`src/lsc_pkg.sv`:
```
package lsc_pkg;

   // Width of each clipped coordinate on the result port.
   localparam int OUT_W = 16;

   // Configuration register indexes.
   localparam int CSR_IDX_W = 2;
   typedef logic [CSR_IDX_W-1:0] csr_idx_type;
   localparam csr_idx_type CSR_LEFT   = 2'd0;
   localparam csr_idx_type CSR_BOTTOM = 2'd1;
   localparam csr_idx_type CSR_RIGHT  = 2'd2;
   localparam csr_idx_type CSR_TOP    = 2'd3;

   // Visibility classes.
   typedef logic [1:0] vis_type;
   localparam vis_type VIS_INVISIBLE = 2'd0;
   localparam vis_type VIS_FULL      = 2'd1;
   localparam vis_type VIS_CLIPPED   = 2'd2;

   // Queue between the classifier and the interpolator.
   localparam int Q_DEPTH = 8;
   localparam int Q_PTR_W = 3;
   localparam int Q_LVL_W = 4;

   // Width of the fill count of the six-stage classifier.
   localparam int FILL_W = 3;

endpackage

```
`src/lsc_front.sv`:
```
module lsc_front #(
   parameter int COORD_BITS = 12
) (
   input  logic                                            clock,
   input  logic                                            reset,
   input  logic                                            in_valid,
   input  logic signed [COORD_BITS-1:0]                    start_x,
   input  logic signed [COORD_BITS-1:0]                    start_y,
   input  logic signed [COORD_BITS-1:0]                    end_x,
   input  logic signed [COORD_BITS-1:0]                    end_y,
   input  logic signed [COORD_BITS-1:0]                    win_left,
   input  logic signed [COORD_BITS-1:0]                    win_bottom,
   input  logic signed [COORD_BITS-1:0]                    win_right,
   input  logic signed [COORD_BITS-1:0]                    win_top,
   output logic                                            out_valid,
   output logic [2+2*COORD_BITS+6*(COORD_BITS+1)-1:0]      out_data,
   output logic [lsc_pkg::FILL_W-1:0]                      in_flight
);
   import lsc_pkg::*;

   localparam int W  = COORD_BITS + 1;
   localparam int PW = 2 * W;
   localparam logic signed [W-1:0] ONE_W = W'(1);

   function automatic logic signed [W-1:0] sx(input logic signed [COORD_BITS-1:0] v);
      return W'(v);
   endfunction

   // For one axis, returns {reject, entry num, entry den, exit num, exit den}.
   // The entry fraction is already clamped from below at zero and the exit
   // fraction from above at one.
   function automatic logic [4*W:0] axis_f(input logic signed [W-1:0] d,
                                           input logic signed [W-1:0] ql,
                                           input logic signed [W-1:0] qh);
      logic signed [W-1:0] ea, eb, xa, xb;
      logic rej;
      rej = 1'b0;
      ea  = '0;
      eb  = ONE_W;
      xa  = ONE_W;
      xb  = ONE_W;
      if (d == '0) begin
         rej = ql[W-1] | qh[W-1];
      end else if (!d[W-1]) begin
         ea = -ql;
         eb = d;
         xa = qh;
         xb = d;
      end else begin
         ea = -qh;
         eb = -d;
         xa = ql;
         xb = -d;
      end
      if (ea <= 0) begin
         ea = '0;
         eb = ONE_W;
      end
      if (xa >= xb) begin
         xa = ONE_W;
         xb = ONE_W;
      end
      return {rej, ea, eb, xa, xb};
   endfunction

   // Stage 1: differences and window distances.
   logic                         v1_ff;
   logic signed [COORD_BITS-1:0] x0_1_ff, y0_1_ff;
   logic signed [W-1:0]          dx_1_ff, dy_1_ff, qxl_1_ff, qxh_1_ff, qyl_1_ff, qyh_1_ff;

   // Stage 2: per-axis candidates.
   logic                         v2_ff, rej_2_ff;
   logic signed [COORD_BITS-1:0] x0_2_ff, y0_2_ff;
   logic signed [W-1:0]          dx_2_ff, dy_2_ff;
   logic signed [W-1:0]          exa_2_ff, exb_2_ff, eya_2_ff, eyb_2_ff;
   logic signed [W-1:0]          xxa_2_ff, xxb_2_ff, xya_2_ff, xyb_2_ff;
   logic [4*W:0]                 ax_2_in, ay_2_in;

   // Stage 3: cross products between the axes.
   logic                         v3_ff, rej_3_ff;
   logic signed [COORD_BITS-1:0] x0_3_ff, y0_3_ff;
   logic signed [W-1:0]          dx_3_ff, dy_3_ff;
   logic signed [W-1:0]          exa_3_ff, exb_3_ff, eya_3_ff, eyb_3_ff;
   logic signed [W-1:0]          xxa_3_ff, xxb_3_ff, xya_3_ff, xyb_3_ff;
   logic signed [PW-1:0]         pe1_3_ff, pe2_3_ff, px1_3_ff, px2_3_ff;

   // Stage 4: chosen entry and exit fractions.
   logic                         v4_ff, rej_4_ff;
   logic signed [COORD_BITS-1:0] x0_4_ff, y0_4_ff;
   logic signed [W-1:0]          dx_4_ff, dy_4_ff;
   logic signed [W-1:0]          n1_4_ff, d1_4_ff, n2_4_ff, d2_4_ff;

   // Stage 5: final ordering products.
   logic                         v5_ff, rej_5_ff;
   logic signed [COORD_BITS-1:0] x0_5_ff, y0_5_ff;
   logic signed [W-1:0]          dx_5_ff, dy_5_ff;
   logic signed [W-1:0]          n1_5_ff, d1_5_ff, n2_5_ff, d2_5_ff;
   logic signed [PW-1:0]         pr1_5_ff, pr2_5_ff;

   // Stage 6: classified word.
   logic                         v6_ff;
   vis_type                      vis_6_in;
   logic [2+2*COORD_BITS+6*W-1:0] data_6_ff;

   assign ax_2_in = axis_f(dx_1_ff, qxl_1_ff, qxh_1_ff);
   assign ay_2_in = axis_f(dy_1_ff, qyl_1_ff, qyh_1_ff);

   always_comb begin
      if (rej_5_ff || (pr1_5_ff > pr2_5_ff)) begin
         vis_6_in = VIS_INVISIBLE;
      end else if ((n1_5_ff == '0) && (n2_5_ff == d2_5_ff)) begin
         vis_6_in = VIS_FULL;
      end else begin
         vis_6_in = VIS_CLIPPED;
      end
   end

   always_ff @(posedge clock) begin
      if (reset) begin
         v1_ff <= 1'b0;
         v2_ff <= 1'b0;
         v3_ff <= 1'b0;
         v4_ff <= 1'b0;
         v5_ff <= 1'b0;
         v6_ff <= 1'b0;
      end else begin
         v1_ff <= in_valid;
         v2_ff <= v1_ff;
         v3_ff <= v2_ff;
         v4_ff <= v3_ff;
         v5_ff <= v4_ff;
         v6_ff <= v5_ff;
      end
   end

   always_ff @(posedge clock) begin
      x0_1_ff  <= start_x;
      y0_1_ff  <= start_y;
      dx_1_ff  <= sx(end_x) - sx(start_x);
      dy_1_ff  <= sx(end_y) - sx(start_y);
      qxl_1_ff <= sx(start_x) - sx(win_left);
      qxh_1_ff <= sx(win_right) - sx(start_x);
      qyl_1_ff <= sx(start_y) - sx(win_bottom);
      qyh_1_ff <= sx(win_top) - sx(start_y);

      x0_2_ff  <= x0_1_ff;
      y0_2_ff  <= y0_1_ff;
      dx_2_ff  <= dx_1_ff;
      dy_2_ff  <= dy_1_ff;
      rej_2_ff <= ax_2_in[4*W] | ay_2_in[4*W];
      {exa_2_ff, exb_2_ff, xxa_2_ff, xxb_2_ff} <= ax_2_in[4*W-1:0];
      {eya_2_ff, eyb_2_ff, xya_2_ff, xyb_2_ff} <= ay_2_in[4*W-1:0];

      x0_3_ff  <= x0_2_ff;
      y0_3_ff  <= y0_2_ff;
      dx_3_ff  <= dx_2_ff;
      dy_3_ff  <= dy_2_ff;
      rej_3_ff <= rej_2_ff;
      exa_3_ff <= exa_2_ff;
      exb_3_ff <= exb_2_ff;
      eya_3_ff <= eya_2_ff;
      eyb_3_ff <= eyb_2_ff;
      xxa_3_ff <= xxa_2_ff;
      xxb_3_ff <= xxb_2_ff;
      xya_3_ff <= xya_2_ff;
      xyb_3_ff <= xyb_2_ff;
      pe1_3_ff <= PW'(exa_2_ff) * PW'(eyb_2_ff);
      pe2_3_ff <= PW'(eya_2_ff) * PW'(exb_2_ff);
      px1_3_ff <= PW'(xxa_2_ff) * PW'(xyb_2_ff);
      px2_3_ff <= PW'(xya_2_ff) * PW'(xxb_2_ff);

      x0_4_ff  <= x0_3_ff;
      y0_4_ff  <= y0_3_ff;
      dx_4_ff  <= dx_3_ff;
      dy_4_ff  <= dy_3_ff;
      rej_4_ff <= rej_3_ff;
      if (pe1_3_ff > pe2_3_ff) begin
         n1_4_ff <= exa_3_ff;
         d1_4_ff <= exb_3_ff;
      end else begin
         n1_4_ff <= eya_3_ff;
         d1_4_ff <= eyb_3_ff;
      end
      if (px1_3_ff < px2_3_ff) begin
         n2_4_ff <= xxa_3_ff;
         d2_4_ff <= xxb_3_ff;
      end else begin
         n2_4_ff <= xya_3_ff;
         d2_4_ff <= xyb_3_ff;
      end

      x0_5_ff  <= x0_4_ff;
      y0_5_ff  <= y0_4_ff;
      dx_5_ff  <= dx_4_ff;
      dy_5_ff  <= dy_4_ff;
      rej_5_ff <= rej_4_ff;
      n1_5_ff  <= n1_4_ff;
      d1_5_ff  <= d1_4_ff;
      n2_5_ff  <= n2_4_ff;
      d2_5_ff  <= d2_4_ff;
      pr1_5_ff <= PW'(n1_4_ff) * PW'(d2_4_ff);
      pr2_5_ff <= PW'(n2_4_ff) * PW'(d1_4_ff);

      data_6_ff <= {vis_6_in, x0_5_ff, y0_5_ff, dx_5_ff, dy_5_ff,
                    n1_5_ff, d1_5_ff, n2_5_ff, d2_5_ff};
   end

   assign out_valid = v6_ff;
   assign out_data  = data_6_ff;
   assign in_flight = FILL_W'(v1_ff) + FILL_W'(v2_ff) + FILL_W'(v3_ff)
                    + FILL_W'(v4_ff) + FILL_W'(v5_ff) + FILL_W'(v6_ff);

endmodule

```
`config.mk`:
```
export PLATFORM = sky130hd
export DESIGN_NAME = lsc_front
export DESIGN_NICKNAME = d
export VERILOG_FILES = /design/src/lsc_pkg.sv /design/src/lsc_front.sv
export SDC_FILE = /design/constraint.sdc
export NUM_CORES = 2
export LEC_CHECK = 0
export BUFFER_PORTS_ARGS = -buffer_cell sky130_fd_sc_hd__buf_2
export CORE_UTILIZATION = 58
export DETAILED_ROUTE_END_ITERATION = 12
export PLACE_DENSITY = 0.87
export SYNTH_ARGS = -nofsm -noshare
export SYNTH_HDL_FRONTEND = slang
export SYNTH_SLANG_ARGS = --single-unit
```
`constraint.sdc`:
```
create_clock -name clock -period 5.96 [get_ports clock]
set_clock_uncertainty 0.15 [all_clocks]
set_input_delay 1.788 -clock clock [delete_from_list [all_inputs] [get_ports clock]]
set_output_delay 1.788 -clock clock [all_outputs]
set_load 0.005 [all_outputs]
```
==> run_results.csv <==
group,metric,value,unit
outcome,run_status,"complete, no violations",
layout,synthToLayoutAreaGrowth,13.8,%
worst_setup_path,timing.reg2reg.worst_path_depth,19,
layout,finalInstanceArea,73800,um2
layout,final_layout_size_suffix_gt1_share,14.0,%
worst_setup_path,timing.critical_path.from_type,"flop",
worst_setup_path,cp_data_arrival_time,6.37,ns
worst_setup_path,timing.reg2reg.setup_slack,0.03,ns
synthesis,synth_compound_area_share,6.12,%
synthesis,synth.cells.most_frequent,"inv_1 (1230), fa_1 (981), dfxtp_1 (884)",
floorplanning,die_h,336,um
timing,worst_slew_slack_as_a_fraction_of_its_limit,25.9,%
synthesis,postSynth.asyncResetShare,0,%
drt,routed-via-count,46300,
timing,final_min_period_over_clock_period,99.5,%
placement,post-place-cells,8273,
timing,post_route_minimum_period,5.93,ns
drt,route.final.wire_length,163,mm
drt,detail_route.first_pass.iterations,6,
cts,cts-buffers-inserted,94,
global_routing,first_global_vias,49600,
synthesis,synthDominantCellAreaShare,30.3,%
worst_setup_path,required,6.40,ns
placement,io_buffers,206,
synthesis,synth_top_family_by_area,"adder cells",
global_routing,groute.usage.overall,29.0,%
floorplanning,rows,122,
synthesis,synthMuxAreaShare,0.500,%
min_path,min_path_type,"flop to flop",
placement,globalplace.congestion,0.948,
synthesis,sequential_area_share_after_synthesis,27.3,%
timing,hold_viol,0,
worst_setup_path,crit_type,"flop to flop",
drt,detailedRoute.firstIterationViolations,3934,
min_path,holdCritStartpoint,"y0_2_ff[2]",
layout,nFillCells,7735,
drt,route.detailed.wl_per_inst,19.2,um
layout,net_count_of_the_finished_layout,8569,
synthesis,yosys.cell_count.top_type,"inv_1",
min_path,hold_path_depth,0,
cts,tritoncts,"built",
worst_setup_path,timing.rr.end,"px2_3_ff[25]",
floorplanning,design.core.area,111000,um2
layout,layout.core_utilization,66.6,%
timing,setup_violations,0,
worst_setup_path,crit-reg2reg-launch,"xxb_2_ff[3]",
synthesis,synth_top_area_cell,"fa_1",
synthesis,synth-seq-cells,884,
cts,cts.reportedPaths.clkPinSlew,0.07,ns
cts,clk_sink_count,884,
synthesis,synth_enable_flop_cells,0,
synthesis,synth_ff_type,"dfxtp_1",
synthesis,syn_inst,6459,
drt,antenna_left,0,
global_routing,antenna_found_initial,13,
global_routing,grt_max_degree,62,
cts,level_count_of_the_clock_h_tree,3,
synthesis,synth.avg_cell_area,10.0,um2
floorplanning,initial_utilization,58.5,%
timing,slew_limit_fails,0,
cts,worstSkewPairLatency,0.73,ns
global_routing,overall_overflow_remaining_after_global_route,0,
synthesis,synthesis.yosys.warnings,0,
synthesis,synth_fa_ha_area_share,41.5,%
synthesis,cell_types_with_the_largest_area_share_after_synthesis,"fa_1 (30%), dfxtp_1 (27%), ha_1 (11%)",
placement,placement.cell_area,69500,um2
synthesis,post_synthesis_simple_gate_area_fraction,12.6,%
worst_setup_path,cp-end-kind,"flop",
placement,place_hpwl,128,mm
job,max_cap_viol_count,0,
global_routing,grt_pass1_wl,257,mm
timing,tightest_slew,1.11,ns
floorplanning,floorplan.die.width,336,um
timing,rsz0062_at_grt,"yes",
timing,min_hold_slack,0.159,ns
min_path,min_to,"y0_3_ff[2]",
synthesis,synth-xor-area-share,3.65,%
drt,route.detailed.vias_per_inst,5.46,
layout,final-instance-count-excl-fill,8480,
worst_setup_path,worstPathMaxFanout,9,
cts,cts_root_buf,"clkbuf_16",
synthesis,post_synth_instance_area,64900,um2
floorplanning,ioPinCount,207,
floorplanning,fp.dieArea,113000,um2
timing,max_freq,169,MHz
synthesis,netlist-cell-type-count,77,
cts,max-clock-path-buffers,3,
drt,detail_route.drc_violations,0,
==> critical path, cell delays in order (launching register included) <==
cell	delay [ns]
dfxtp_1	0.42
and2_1	0.22
fa_1	0.49
inv_1	0.08
fa_1	0.55
inv_1	0.06
fa_1	0.51
fa_1	0.44
fa_1	0.49
fa_1	0.54
ha_4	0.33
nand3_4	0.08
a211oi_4	0.25
nor3_2	0.08
o311a_1	0.33
nand4b_1	0.26
o21ai_2	0.20
a21o_1	0.14
a21oi_2	0.06
xnor2_1	0.13
==> cells in the final DEF (no fill, tap or decap), types with 29 or more instances in the layout <==
| cell type | count |
|---|---|
| inv_1 | 1218 |
| fa_1 | 968 |
| dfxtp_1 | 807 |
| nand2_1 | 661 |
| ha_1 | 566 |
| and2_1 | 443 |
| buf_4 | 318 |
| nor2_1 | 268 |
| buf_2 | 206 |
| xnor2_1 | 192 |
| a21oi_1 | 131 |
| o21ai_0 | 110 |
| clkbuf_16 | 94 |
| xor2_1 | 78 |
| a21o_1 | 73 |
| dfxtp_2 | 60 |
| nor2b_1 | 56 |
| nand2b_1 | 44 |
| nand3_1 | 41 |
| nor3_1 | 39 |
| o21a_1 | 36 |
| a21boi_0 | 29 |
==> state kept, by name, summed over array words and instances, names as in the netlist, 26 cells and up <==
name and flops:
pr1_5_ff 26, pr2_5_ff 26, px2_3_ff 26, pe1_3_ff 26, pe2_3_ff 26, px1_3_ff 26
out_data 104
==> layer usage <==
metal  track usage (%)  up-vias  part of all wire, %
li1                  -    20700                    -
met1              35.8    23100                   38
met2              48.4     1991                   48
met3              5.00      548                  7.3
met4              16.0        4                  6.1
met5                 0        -                0.017
==> cell families (layout without fill, tap and decap cells) <==
group | count (synthesis) | count (layout)
AO/OA/AOI/OAI | 596 | 596
XOR/XNOR | 270 | 270
adder cells (fa/ha/maj) | 1565 | 1565
buffers and inverters | 1428 | 1950
flip-flops | 884 | 884
multiplexers | 29 | 29
other | 1 | 12
AND/OR/NAND/NOR | 1686 | 1686
==> layout make-up <==
cell class	count	area (um2)	area share (%)
Antenna cell	10	25.0	0.0339
Clock buffer	122	2610	3.53
Clock inverter	51	754	1.02
Inverter	1236	4640	6.28
Multi-Input combinational cell	4148	42400	57.4
Sequential cell	884	17800	24.2
Tap cell	1488	1860	2.52
Timing Repair Buffer	541	3710	5.03
==> stage by stage <==
| stage | setup TNS (ns) | setup slack (ns) |
|---|---|---|
| finish | 0 | 0.0319 |
| global route | -0.879 | -0.141 |
| CTS | 0 | 0.00134 |
| detailed placement | -0.886 | -0.281 |
| global placement | -0.0538 | -0.0538 |
| floorplan | 0 | 0.00566 |
==> worst max-delay path by stage <==
| stage | startpoint | endpoint | slack, ns |
|---|---|---|---|
| 2_1_floorplan | n2_4_ff[11] | pr2_5_ff[25] | 0.006 |
| 3_3_place_gp | xya_2_ff[10] | px2_3_ff[25] | -0.05 |
| 3_5_place_dp | xya_2_ff[10] | px2_3_ff[25] | -0.28 |
| 4_1_cts | exa_2_ff[3] | pe1_3_ff[25] | 0.001 |
| 5_1_grt | exb_2_ff[1] | pe2_3_ff[24] | -0.14 |
| 6_report | xxb_2_ff[3] | px2_3_ff[25] | 0.03 |
==> repair_timing <==
action	CTS	global route
pin swaps	2	90
hold buffers	0	0
resized for setup	32	200
cloned	0	0
buffers inserted	0	27
setup endpoints to repair	18	35
Power is left out: the tool's default activity adds up to more than one toggle a clock period on the data nets, which glitch-free logic cannot reach.
