**config.mk**
```make
export PLATFORM = sky130hd
export DESIGN_NAME = lsc_queue
export DESIGN_NICKNAME = d
export VERILOG_FILES = /design/src/lsc_pkg.sv /design/src/lsc_queue.sv
export SDC_FILE = /design/constraint.sdc
export NUM_CORES = 1
export LEC_CHECK = 0
export BUFFER_PORTS_ARGS = -buffer_cell sky130_fd_sc_hd__clkbuf_2
export CORE_ASPECT_RATIO = 1.1
export CORE_UTILIZATION = 30
export CTS_CLUSTER_DIAMETER = 200
export DETAILED_ROUTE_END_ITERATION = 8
export GPL_TIMING_DRIVEN = 0
export PLACE_DENSITY = 0.53
export SYNTH_ARGS = -nofsm -noshare
export SYNTH_HDL_FRONTEND = slang
export SYNTH_SLANG_ARGS = --single-unit
```
**constraint.sdc**
```tcl
create_clock -name clock -period 2.95 [get_ports clock]
set_clock_uncertainty 0.05 [all_clocks]
set_input_delay 0.4425 -clock clock [delete_from_list [all_inputs] [get_ports clock]]
set_output_delay 0.4425 -clock clock [all_outputs]
set_load 0.01 [all_outputs]
```
**src/lsc_pkg.sv**
```systemverilog
package lsc_pkg;

   // Width of each clipped coordinate on the result port.
   localparam int OUT_W = 16;

   // Configuration register indexes.
   localparam int CSR_IDX_W = 2;
   typedef logic [CSR_IDX_W-1:0] csr_idx_type;
   localparam csr_idx_type CSR_LEFT   = 2'd0;
   localparam csr_idx_type CSR_BOTTOM = 2'd1;
   localparam csr_idx_type CSR_RIGHT  = 2'd2;
   localparam csr_idx_type CSR_TOP    = 2'd3;

   // Visibility classes.
   typedef logic [1:0] vis_type;
   localparam vis_type VIS_INVISIBLE = 2'd0;
   localparam vis_type VIS_FULL      = 2'd1;
   localparam vis_type VIS_CLIPPED   = 2'd2;

   // Queue between the classifier and the interpolator.
   localparam int Q_DEPTH = 8;
   localparam int Q_PTR_W = 3;
   localparam int Q_LVL_W = 4;

   // Width of the fill count of the six-stage classifier.
   localparam int FILL_W = 3;

endpackage

```
**src/lsc_queue.sv**
```systemverilog
module lsc_queue #(
   parameter int WIDTH = 8
) (
   input  logic                          clock,
   input  logic                          reset,
   input  logic                          push,
   input  logic [WIDTH-1:0]              push_data,
   output logic                          pop_valid,
   output logic [WIDTH-1:0]              pop_data,
   output logic [lsc_pkg::Q_LVL_W-1:0]   level
);
   import lsc_pkg::*;

   logic [WIDTH-1:0]   mem [0:Q_DEPTH-1];
   logic [Q_PTR_W-1:0] wr_ptr_ff, rd_ptr_ff;
   logic [Q_LVL_W-1:0] lvl_ff, lvl_in;
   logic               pop;
   logic               pop_valid_ff;
   logic [WIDTH-1:0]   pop_data_ff;

   // The interpolator never stalls, so any stored word leaves at once.
   assign pop    = (lvl_ff != '0);
   assign lvl_in = lvl_ff + Q_LVL_W'(push) - Q_LVL_W'(pop);

   always_ff @(posedge clock) begin
      if (reset) begin
         wr_ptr_ff    <= '0;
         rd_ptr_ff    <= '0;
         lvl_ff       <= '0;
         pop_valid_ff <= 1'b0;
      end else begin
         if (push) begin
            wr_ptr_ff <= wr_ptr_ff + Q_PTR_W'(1);
         end
         if (pop) begin
            rd_ptr_ff <= rd_ptr_ff + Q_PTR_W'(1);
         end
         lvl_ff       <= lvl_in;
         pop_valid_ff <= pop;
      end
   end

   always_ff @(posedge clock) begin
      if (push) begin
         mem[wr_ptr_ff] <= push_data;
      end
      pop_data_ff <= mem[rd_ptr_ff];
   end

   assign pop_valid = pop_valid_ff;
   assign pop_data  = pop_data_ff;
   assign level     = lvl_ff;

endmodule

```
==> results of run 1 <==
-- kinds of logic (layout without fill, tap and decap cells) --
| kind of cell | count (synthesis) | count (layout) | share of synthesized area |
|---|---|---|---|
| flops | 83 | 83 | 0.717 |
| fa+ha+maj | 8 | 8 | 0.0335 |
| simple gates | 28 | 28 | 0.0397 |
| compound gates | 5 | 5 | 0.00895 |
| xor+xnor | 4 | 4 | 0.0109 |
| buf+inv | 15 | 54 | 0.0253 |
| mux | 26 | 26 | 0.165 |
-- Yosys cell counts, drive strengths merged --
master	instances	area share
or3	1	0.0019
fa	1	0.0062
dfxtp	19	0.12
nand2	3	0.0035
mux4	16	0.13
mux2	8	0.028
nor2b	1	0.0019
mux2i	2	0.0062
nand2b	4	0.0078
xnor2	1	0.0027
a21oi	3	0.0047
a31o	1	0.0027
nand3	1	0.0016
inv	9	0.011
nor2	15	0.018
nor3	2	0.0031
o21ai	1	0.0016
xor2	3	0.0082
buf	5	0.014
edfxtp	64	0.60
clkbuf	1	0.0012
ha	7	0.027
nor3b	1	0.0023
-- power groups by stage --
stage	Clock [mW]	Sequential [mW]	Combinational, mW
after global routing	1.26	1.44	0.886
after floorplan	0	1.49	0.541
after detailed placement	0	1.46	0.813
after CTS	1.20	1.43	0.817
final	1.19	1.43	0.792
after global placement	0	1.45	0.803
-- metrics by stage --
stage | setup WS, ps | total power [mW] | hold WS, ps | area, um^2 | instances
finish | 377 | 3.41 | 336 | 3830 | 351
global route | 154 | 3.58 | 344 | 3830 | 351
CTS | 337 | 3.45 | 336 | 3830 | 351
floorplan | 633 | 2.03 | 442 | 3210 | 169
global placement | 403 | 2.25 | 461 | 3510 | 335
detailed placement | 359 | 2.27 | 483 | 3520 | 335
-- critical path, stage by stage (launching register included) --
cell     delay (ps)
dfxtp_1         310
inv_1            70
ha_1            150
nor3b_1         640
inv_1           100
ha_1            290
inv_1            50
ha_1            170
inv_1            60
fa_1            370
xor2_1          140
nor2_1           50
-- sequential cells by signal (all words and copies together), names as in the netlist --
register	flops
mem	64
pop_data	8
level	4
rd_ptr_ff	3
wr_ptr_ff	3
pop_valid	1
-- cell type report --
class                           instances  share of cell area
Buffer                                  6              0.0124
Tap cell                              143              0.0467
Multi-Input combinational cell         71               0.219
Clock inverter                          7              0.0235
Timing Repair Buffer                   23              0.0300
Inverter                                9             0.00881
Sequential cell                        83               0.601
Clock buffer                            9              0.0588
-- path summary, 6_finish.rpt --
| kind | to | slack [ps] |
|---|---|---|
| max | level[2]$_SDFF_PP0_ | 380 |
| min | mem[5][3]$_DFFE_PP_ | 340 |
| min reg2reg | wr_ptr_ff[2]$_SDFFE_PP0P_ | 490 |
| max reg2reg | level[2]$_SDFF_PP0_ | 380 |
-- per-layer routing --
metal	up-vias	wire, um	track usage	part of all wire
li1	734	-	-	-
met4	0	113	0.0580	0.021
met1	777	2580	0.137	0.48
met2	23	2580	0.167	0.48
met3	7	125	0.0272	0.023
met5	-	0	0	0
==> results.json, run 1 <==
{
  "outcome": "finished, final reports clean",
  "wl_per_cell_um": 15.4,
  "die_width_um": 101,
  "drc": 0,
  "start_util": 0.309,
  "p_clk_frac": 0.348,
  "clk_pin_slew_worst_paths_ps": 60,
  "slew_headroom": 0.358,
  "grt_pass1_vias": 1564,
  "ios": 24,
  "swShare": 0.257,
  "cp_max_fo": 6,
  "cts_resized": 0,
  "place.gp.congestion": 0.672,
  "fillers": 962,
  "multi_input_area_um2": 840,
  "drt-pass1-iter-count": 4,
  "rsz0062_at_grt": "false",
  "p_comb_frac": 0.233,
  "die-area_mm2": 0.0111,
  "worst_pin_slew_ps": 959,
  "seqCellArea_mm2": 0.00230,
  "grt_antenna_before_repair": 0,
  "area_growth_pct": 19.3,
  "endpoint_kind": "flip-flop",
  "p_seq_frac": 0.419,
  "finalSetupViolations": 0,
  "cap_viol_max_count": 0,
  "cts_root_buf": "clkbuf_16",
  "crit_start": "level[2]$_SDFF_PP0_",
  "synth-seq-cells": 83,
  "hp-start": "push_data[3]",
  "ys_types": 26,
  "fin_setup_tns_ps": 0,
  "cts_sinks": 83,
  "routed_wl_um": 5410,
  "viasPerCell": 4.39,
  "min_delay_path_depth": 1,
  "mostFrequentLayoutCell": "edfxtp_1",
  "powerDensity_mw_per_mm2": 889,
  "path_class": "reg -> reg",
  "max_freq_mhz": 389,
  "vias": 1541,
  "grt_max_degree": 15,
  "cts_max_level": 3,
  "grtUsageTotal": 0.108,
  "synth_cells": 169,
  "hold_viol_final": 0,
  "final_cell_mix": "edfxtp_1, clkbuf_2, dfxtp_1, mux4_1, nor2_1",
  "fin_crit_sh": 0.872,
  "ys_seq_area_frac": 0.717,
  "post-route-min-period_ps": 2570,
  "grt_overflow_total": 0,
  "min_path_type": "in -> reg",
  "grt_pass1_wl_um": 8450,
  "row_count": 39,
  "io_buffer_count": 23,
  "required_ps": 3100,
  "report.final.slew_viol_count": 0,
  "p_leak_nw": 1.36,
  "drive_above_1_share": 0.245,
  "cts_made_buffers": 9,
  "cts_tree": "built",
  "start_kind": "flip-flop",
  "post-route-util": 0.369,
  "p_sw_mw": 0.874,
  "syn_area_per_cell_um2": 19.0,
  "insertion_delay_ps": 330,
  "syn_nets": 188,
  "yosys_warnings": 0,
  "drtAntennaViolNets": 0,
  "drt_iter0_drc": 80,
  "dpl.hpwl_um": 3350,
  "intPower_mw": 2.53,
  "antenna_cells": 0,
  "rr_startpoint": "level[2]$_SDFF_PP0_",
  "die_y_um": 111,
  "core_mm2": 0.0104,
  "cts_setup_buffers": 0,
  "ctsLongestPathBuffers": 2,
  "ir_drop_mv": 0.366,
  "rr_worst_depth": 11,
  "syn_area_mm2": 0.00321,
  "cp.arrival_ps": 2730,
  "nNetsFinal": 222,
  "ctsHoldBuffers": 0
}
Power figures use the tool's default switching activity.
==> run 2, diff against run 1 <==
- clock period: 2.95 -> 2.6 ns (I/O delays scaled with it)
==> run 2 against run 1 <==
Effect of this change:
- first-iteration DRC count grew 5.0%
- sequential power grew 13%
- largest cell class unchanged
- critical path depth is the same
- clock power grew 13%
- combinational power grew 14%
- critical endpoint unchanged
- utilization is essentially flat
- routed wire length grew 0.26%
- largest power group unchanged
==> results.json, run 2 (synthesized netlist as in run 1, its figures left out) <==
{
  "nNetsFinal": 222,
  "worst_pin_slew_ps": 953,
  "crit_start": "level[2]$_SDFF_PP0_",
  "multi_input_area_um2": 845,
  "wl_per_cell_um": 15.4,
  "ir_drop_mv": 0.415,
  "insertion_delay_ps": 330,
  "rr_startpoint": "level[2]$_SDFF_PP0_",
  "mostFrequentLayoutCell": "edfxtp_1",
  "power_mw": 3.87,
  "grt_antenna_before_repair": 0,
  "grtUsageTotal": 0.108,
  "dpl.hpwl_um": 3350,
  "grt_overflow_total": 0,
  "die_width_um": 101,
  "start_util": 0.309,
  "vias": 1525,
  "cts_setup_buffers": 0,
  "drtAntennaViolNets": 0,
  "cp.arrival_ps": 2450,
  "fillers": 963,
  "cp-endpoint": "level[2]$_SDFF_PP0_",
  "top_register": "mem",
  "area_growth_pct": 19.4,
  "slew_headroom": 0.362,
  "fin_ws_ps": 298,
  "start_kind": "flip-flop",
  "fin_setup_tns_ps": 0,
  "worstSetupPathDepth": 11,
  "timing.hold.ws_ps": 284,
  "crit_chain": "inv_1 > ha_1 > nor3b_2 > inv_1 > ha_1 > inv_1 > ha_1 > inv_1 > fa_1 > xor2_1 > nor2_1",
  "seqCellArea_mm2": 0.00230,
  "max_freq_mhz": 434,
  "timing.rr.end": "level[2]$_SDFF_PP0_",
  "timing.critical_path.mode_cell": "inv_1",
  "drt_iter0_drc": 84,
  "ios": 24,
  "place.gp.congestion": 0.672,
  "largest_reg_flops": 64,
  "cp_top_family": "adder cells",
  "cp_max_fo": 6,
  "crit_path_top_delay_cell": "nor3b_2",
  "io_buffer_count": 23,
  "cts_sinks": 83,
  "ctsLongestPathBuffers": 2,
  "drive_above_1_share": 0.250,
  "die_y_um": 111,
  "drt-pass1-iter-count": 4,
  "rr_worst_depth": 11,
  "die-area_mm2": 0.0111,
  "row_count": 39,
  "core_mm2": 0.0104,
  "min_path_type": "in -> reg",
  "grt_pass1_vias": 1564,
  "post-route-min-period_ps": 2300,
  "final_cell_mix": "edfxtp_1, clkbuf_2, dfxtp_1, mux4_1, nor2_1",
  "ctsHoldBuffers": 0,
  "max_stage_delay_ps": 390,
  "grt_max_degree": 15,
  "p_leak_nw": 1.37,
  "routed_wl_um": 5420,
  "place_worst_setup_slack_ps": 8.93,
  "required_ps": 2750,
  "grt_pass1_wl_um": 8450,
  "cts_root_buf": "clkbuf_16",
  "viasPerCell": 4.34,
  "outcome": "finished, final reports clean",
  "cts_max_level": 3,
  "antenna_cells": 0,
  "clk_pin_slew_worst_paths_ps": 60,
  "report.final.slew_viol_count": 0,
  "endpoint_kind": "flip-flop",
  "powerDensity_mw_per_mm2": 1010,
  "cap_viol_max_count": 0,
  "cts_tree": "built",
  "fin_crit_sh": 0.885,
  "path_class": "reg -> reg",
  "r2r_setup_slack_ps": 300,
  "rsz0062_at_grt": "false",
  "crit_buf_inv": 4,
  "finalSetupViolations": 0,
  "drc": 0,
  "hold_viol_final": 0,
  "cts_made_buffers": 9
}
## run 2: through the flow
step / utilization / area, um^2 / instances
2_1_floorplan: - / 3210 / 169
3_3_place_gp: 0.337 / 3510 / 335
3_5_place_dp: 0.338 / 3520 / 335
4_1_cts: 0.369 / 3840 / 351
5_1_grt: 0.369 / 3840 / 351
6_report: 0.369 / 3840 / 351
## run 2: repair_timing
| item | 4_1_cts | 5_1_grt |
|---|---|---|
| endpoints found under the hold margin | 0 | 0 |
| endpoints found under the setup margin | 1 | 0 |
| resized for setup | 1 | 0 |
## run 2: worst min-delay path by stage
| stage | start | to | slack, ps | depth (start not counted) |
|---|---|---|---|---|
| 2_1_floorplan | push_data[0] | mem[0][0]$_DFFE_PP_ | 440 | 0 |
| 3_3_place_gp | wr_ptr_ff[2]$_SDFFE_PP0P_ | wr_ptr_ff[2]$_SDFFE_PP0P_ | 460 | 2 |
| 3_5_place_dp | wr_ptr_ff[2]$_SDFFE_PP0P_ | wr_ptr_ff[2]$_SDFFE_PP0P_ | 480 | 2 |
| 4_1_cts | push_data[4] | mem[5][4]$_DFFE_PP_ | 280 | 1 |
| 5_1_grt | push_data[4] | mem[5][4]$_DFFE_PP_ | 290 | 1 |
| 6_report | push_data[3] | mem[5][3]$_DFFE_PP_ | 280 | 1 |
## run 2: report_power, final
part / internal [mW] / leakage, nW / switching [mW]
Combinational: 0.468 / 0.471 / 0.434
Sequential: 1.57 / 0.740 / 0.0552
Clock: 0.840 / 0.155 / 0.505
## run 2: cell type report
class	instances	share of cell area
clock buffer	9	0.0587
buffer	6	0.0124
inverter	9	0.00880
timing repair buffer	23	0.0300
multi-input combinational	71	0.220
clock inverter	7	0.0235
tap	143	0.0466
sequential	83	0.600
## run 2: layer usage
metal | global-route usage | vias up | wire, um
met4 | 0.0580 | 0 | 113
met1 | 0.137 | 763 | 2600
met5 | 0 | - | 0
met3 | 0.0272 | 8 | 123
li1 | - | 732 | -
met2 | 0.167 | 22 | 2580
==> run 3, diff against run 2 <==
- CTS_BUF_LIST: not set -> sky130_fd_sc_hd__clkbuf_2 sky130_fd_sc_hd__clkbuf_4 sky130_fd_sc_hd__clkbuf_8
- SLEW_MARGIN: not set -> 15
==> run 3 against run 2 <==
Effect of this change:
- critical path depth did not move
- register-to-register slack gained 20 ps
- flip-flop and latch count did not move
- largest cell class unchanged
==> results.json, run 3 (synthesized netlist as in run 1, its figures left out) <==
{
  "outcome": "finished, final reports clean",
  "die-area_mm2": 0.0111,
  "worst_pin_slew_ps": 966,
  "max_freq_mhz": 439,
  "grt_pass1_wl_um": 8520,
  "place.gp.congestion": 0.672,
  "die_width_um": 101,
  "min_delay_path_depth": 1,
  "place_worst_setup_slack_ps": 27.9,
  "post-route-min-period_ps": 2280,
  "fin_ws_ps": 321,
  "drc": 0,
  "wl_per_cell_um": 15.6,
  "antenna_cells": 0,
  "final_cell_mix": "edfxtp_1, clkbuf_2, dfxtp_1, mux4_1, nor2_1",
  "grt_max_degree": 15,
  "row_count": 39,
  "cp_max_fo": 6,
  "area_growth_pct": 16.9,
  "cts_made_buffers": 9,
  "ios": 24,
  "cts_tree": "built",
  "grt_antenna_before_repair": 0,
  "cts_sinks": 83,
  "drt-pass1-iter-count": 4,
  "die_y_um": 111,
  "fin_crit_sh": 0.876,
  "rr_worst_depth": 11,
  "ctsLongestPathBuffers": 2,
  "crit_chain": "inv_1 > ha_1 > nor3b_2 > inv_1 > ha_1 > inv_1 > ha_1 > inv_1 > fa_1 > xor2_1 > nor2_1",
  "grt_overflow_total": 0,
  "drt_iter0_drc": 53,
  "ir_drop_mv": 0.250,
  "largest_reg_flops": 64,
  "p_leak_nw": 1.34,
  "max_stage_delay_ps": 390,
  "powerDensity_mw_per_mm2": 945,
  "fin_setup_tns_ps": 0,
  "vias": 1522,
  "cts_setup_buffers": 0,
  "viasPerCell": 4.31,
  "cts_root_buf": "clkbuf_8",
  "hold_viol_final": 0,
  "path_class": "reg -> reg",
  "grtUsageTotal": 0.110,
  "crit_path_top_delay_cell": "nor3b_2",
  "cap_viol_max_count": 0,
  "grt_pass1_vias": 1517,
  "rsz0062_at_grt": "false",
  "routed_wl_um": 5510,
  "dpl.hpwl_um": 3420,
  "timing.critical_path.mode_cell": "inv_1",
  "nNetsFinal": 224,
  "cp.arrival_ps": 2460,
  "insertion_delay_ps": 350,
  "report.final.slew_viol_count": 0,
  "endpoint_kind": "flip-flop",
  "cts_max_level": 3,
  "mostFrequentLayoutCell": "edfxtp_1",
  "required_ps": 2780,
  "drive_above_1_share": 0.267,
  "top_register": "mem",
  "clk_pin_slew_worst_paths_ps": 80,
  "io_buffer_count": 23,
  "start_util": 0.309,
  "finalSetupViolations": 0,
  "core_mm2": 0.0104,
  "min_path_type": "in -> reg",
  "start_kind": "flip-flop",
  "drtAntennaViolNets": 0,
  "slew_headroom": 0.354
}
run 3: critical path, delay by kind of cell, from the launching register on:
family                   cells  cell delay [ps]
XOR/XNOR                     1              140
adder cells (fa/ha/maj)      4              940
buffers and inverters        4              270
flip-flops                   1              320
AND/OR/NAND/NOR              2              440
run 3: per-stage QoR:
step / power, mW / utilization / std cells / hold WS (ps) / area [um^2]
after floorplan: 2.31 / - / 169 / 439 / 3210
after global placement: 2.56 / 0.337 / 335 / 461 / 3510
after detailed placement: 2.58 / 0.340 / 337 / 486 / 3530
after CTS: 3.60 / 0.361 / 353 / 241 / 3750
after global routing: 3.76 / 0.361 / 353 / 253 / 3760
final: 3.55 / 0.361 / 353 / 255 / 3760
run 3: cell type report:
cell class	instances	area, um^2
Tap cell	143	179
Timing Repair Buffer	25	130
Inverter	9	33.8
Clock buffer	10	131
Sequential cell	83	2300
Multi-Input combinational cell	71	845
Buffer	6	47.5
Fill cell	973	6640
Clock inverter	6	87.6
run 3: path summary, 6_finish.rpt:
check | to | slack [ps] | startpoint
setup / recovery | level[2]$_SDFF_PP0_ | 320 | level[2]$_SDFF_PP0_
hold / removal | mem[3][3]$_DFFE_PP_ | 250 | push_data[3]
setup reg to reg | level[2]$_SDFF_PP0_ | 320 | level[2]$_SDFF_PP0_
hold reg to reg | wr_ptr_ff[2]$_SDFFE_PP0P_ | 500 | wr_ptr_ff[2]$_SDFFE_PP0P_
run 3: power breakdown:
group	switching (mW)	internal [mW]
sequential	0.0552	1.57
combinational	0.438	0.470
clock	0.464	0.555
run 3: per-layer routing:
metal	vias to the layer above	wire length, um	global-route usage
li1	732	-	-
met5	-	0	0
met1	761	2630	0.141
met4	0	144	0.0696
met2	19	2640	0.167
met3	10	96	0.0266
run 3: repair_timing:
| item | in CTS | in global routing |
|---|---|---|
| hold buffers | 0 | 0 |
| setup endpoints to repair | 0 | 2 |
| resized for setup | 0 | 1 |
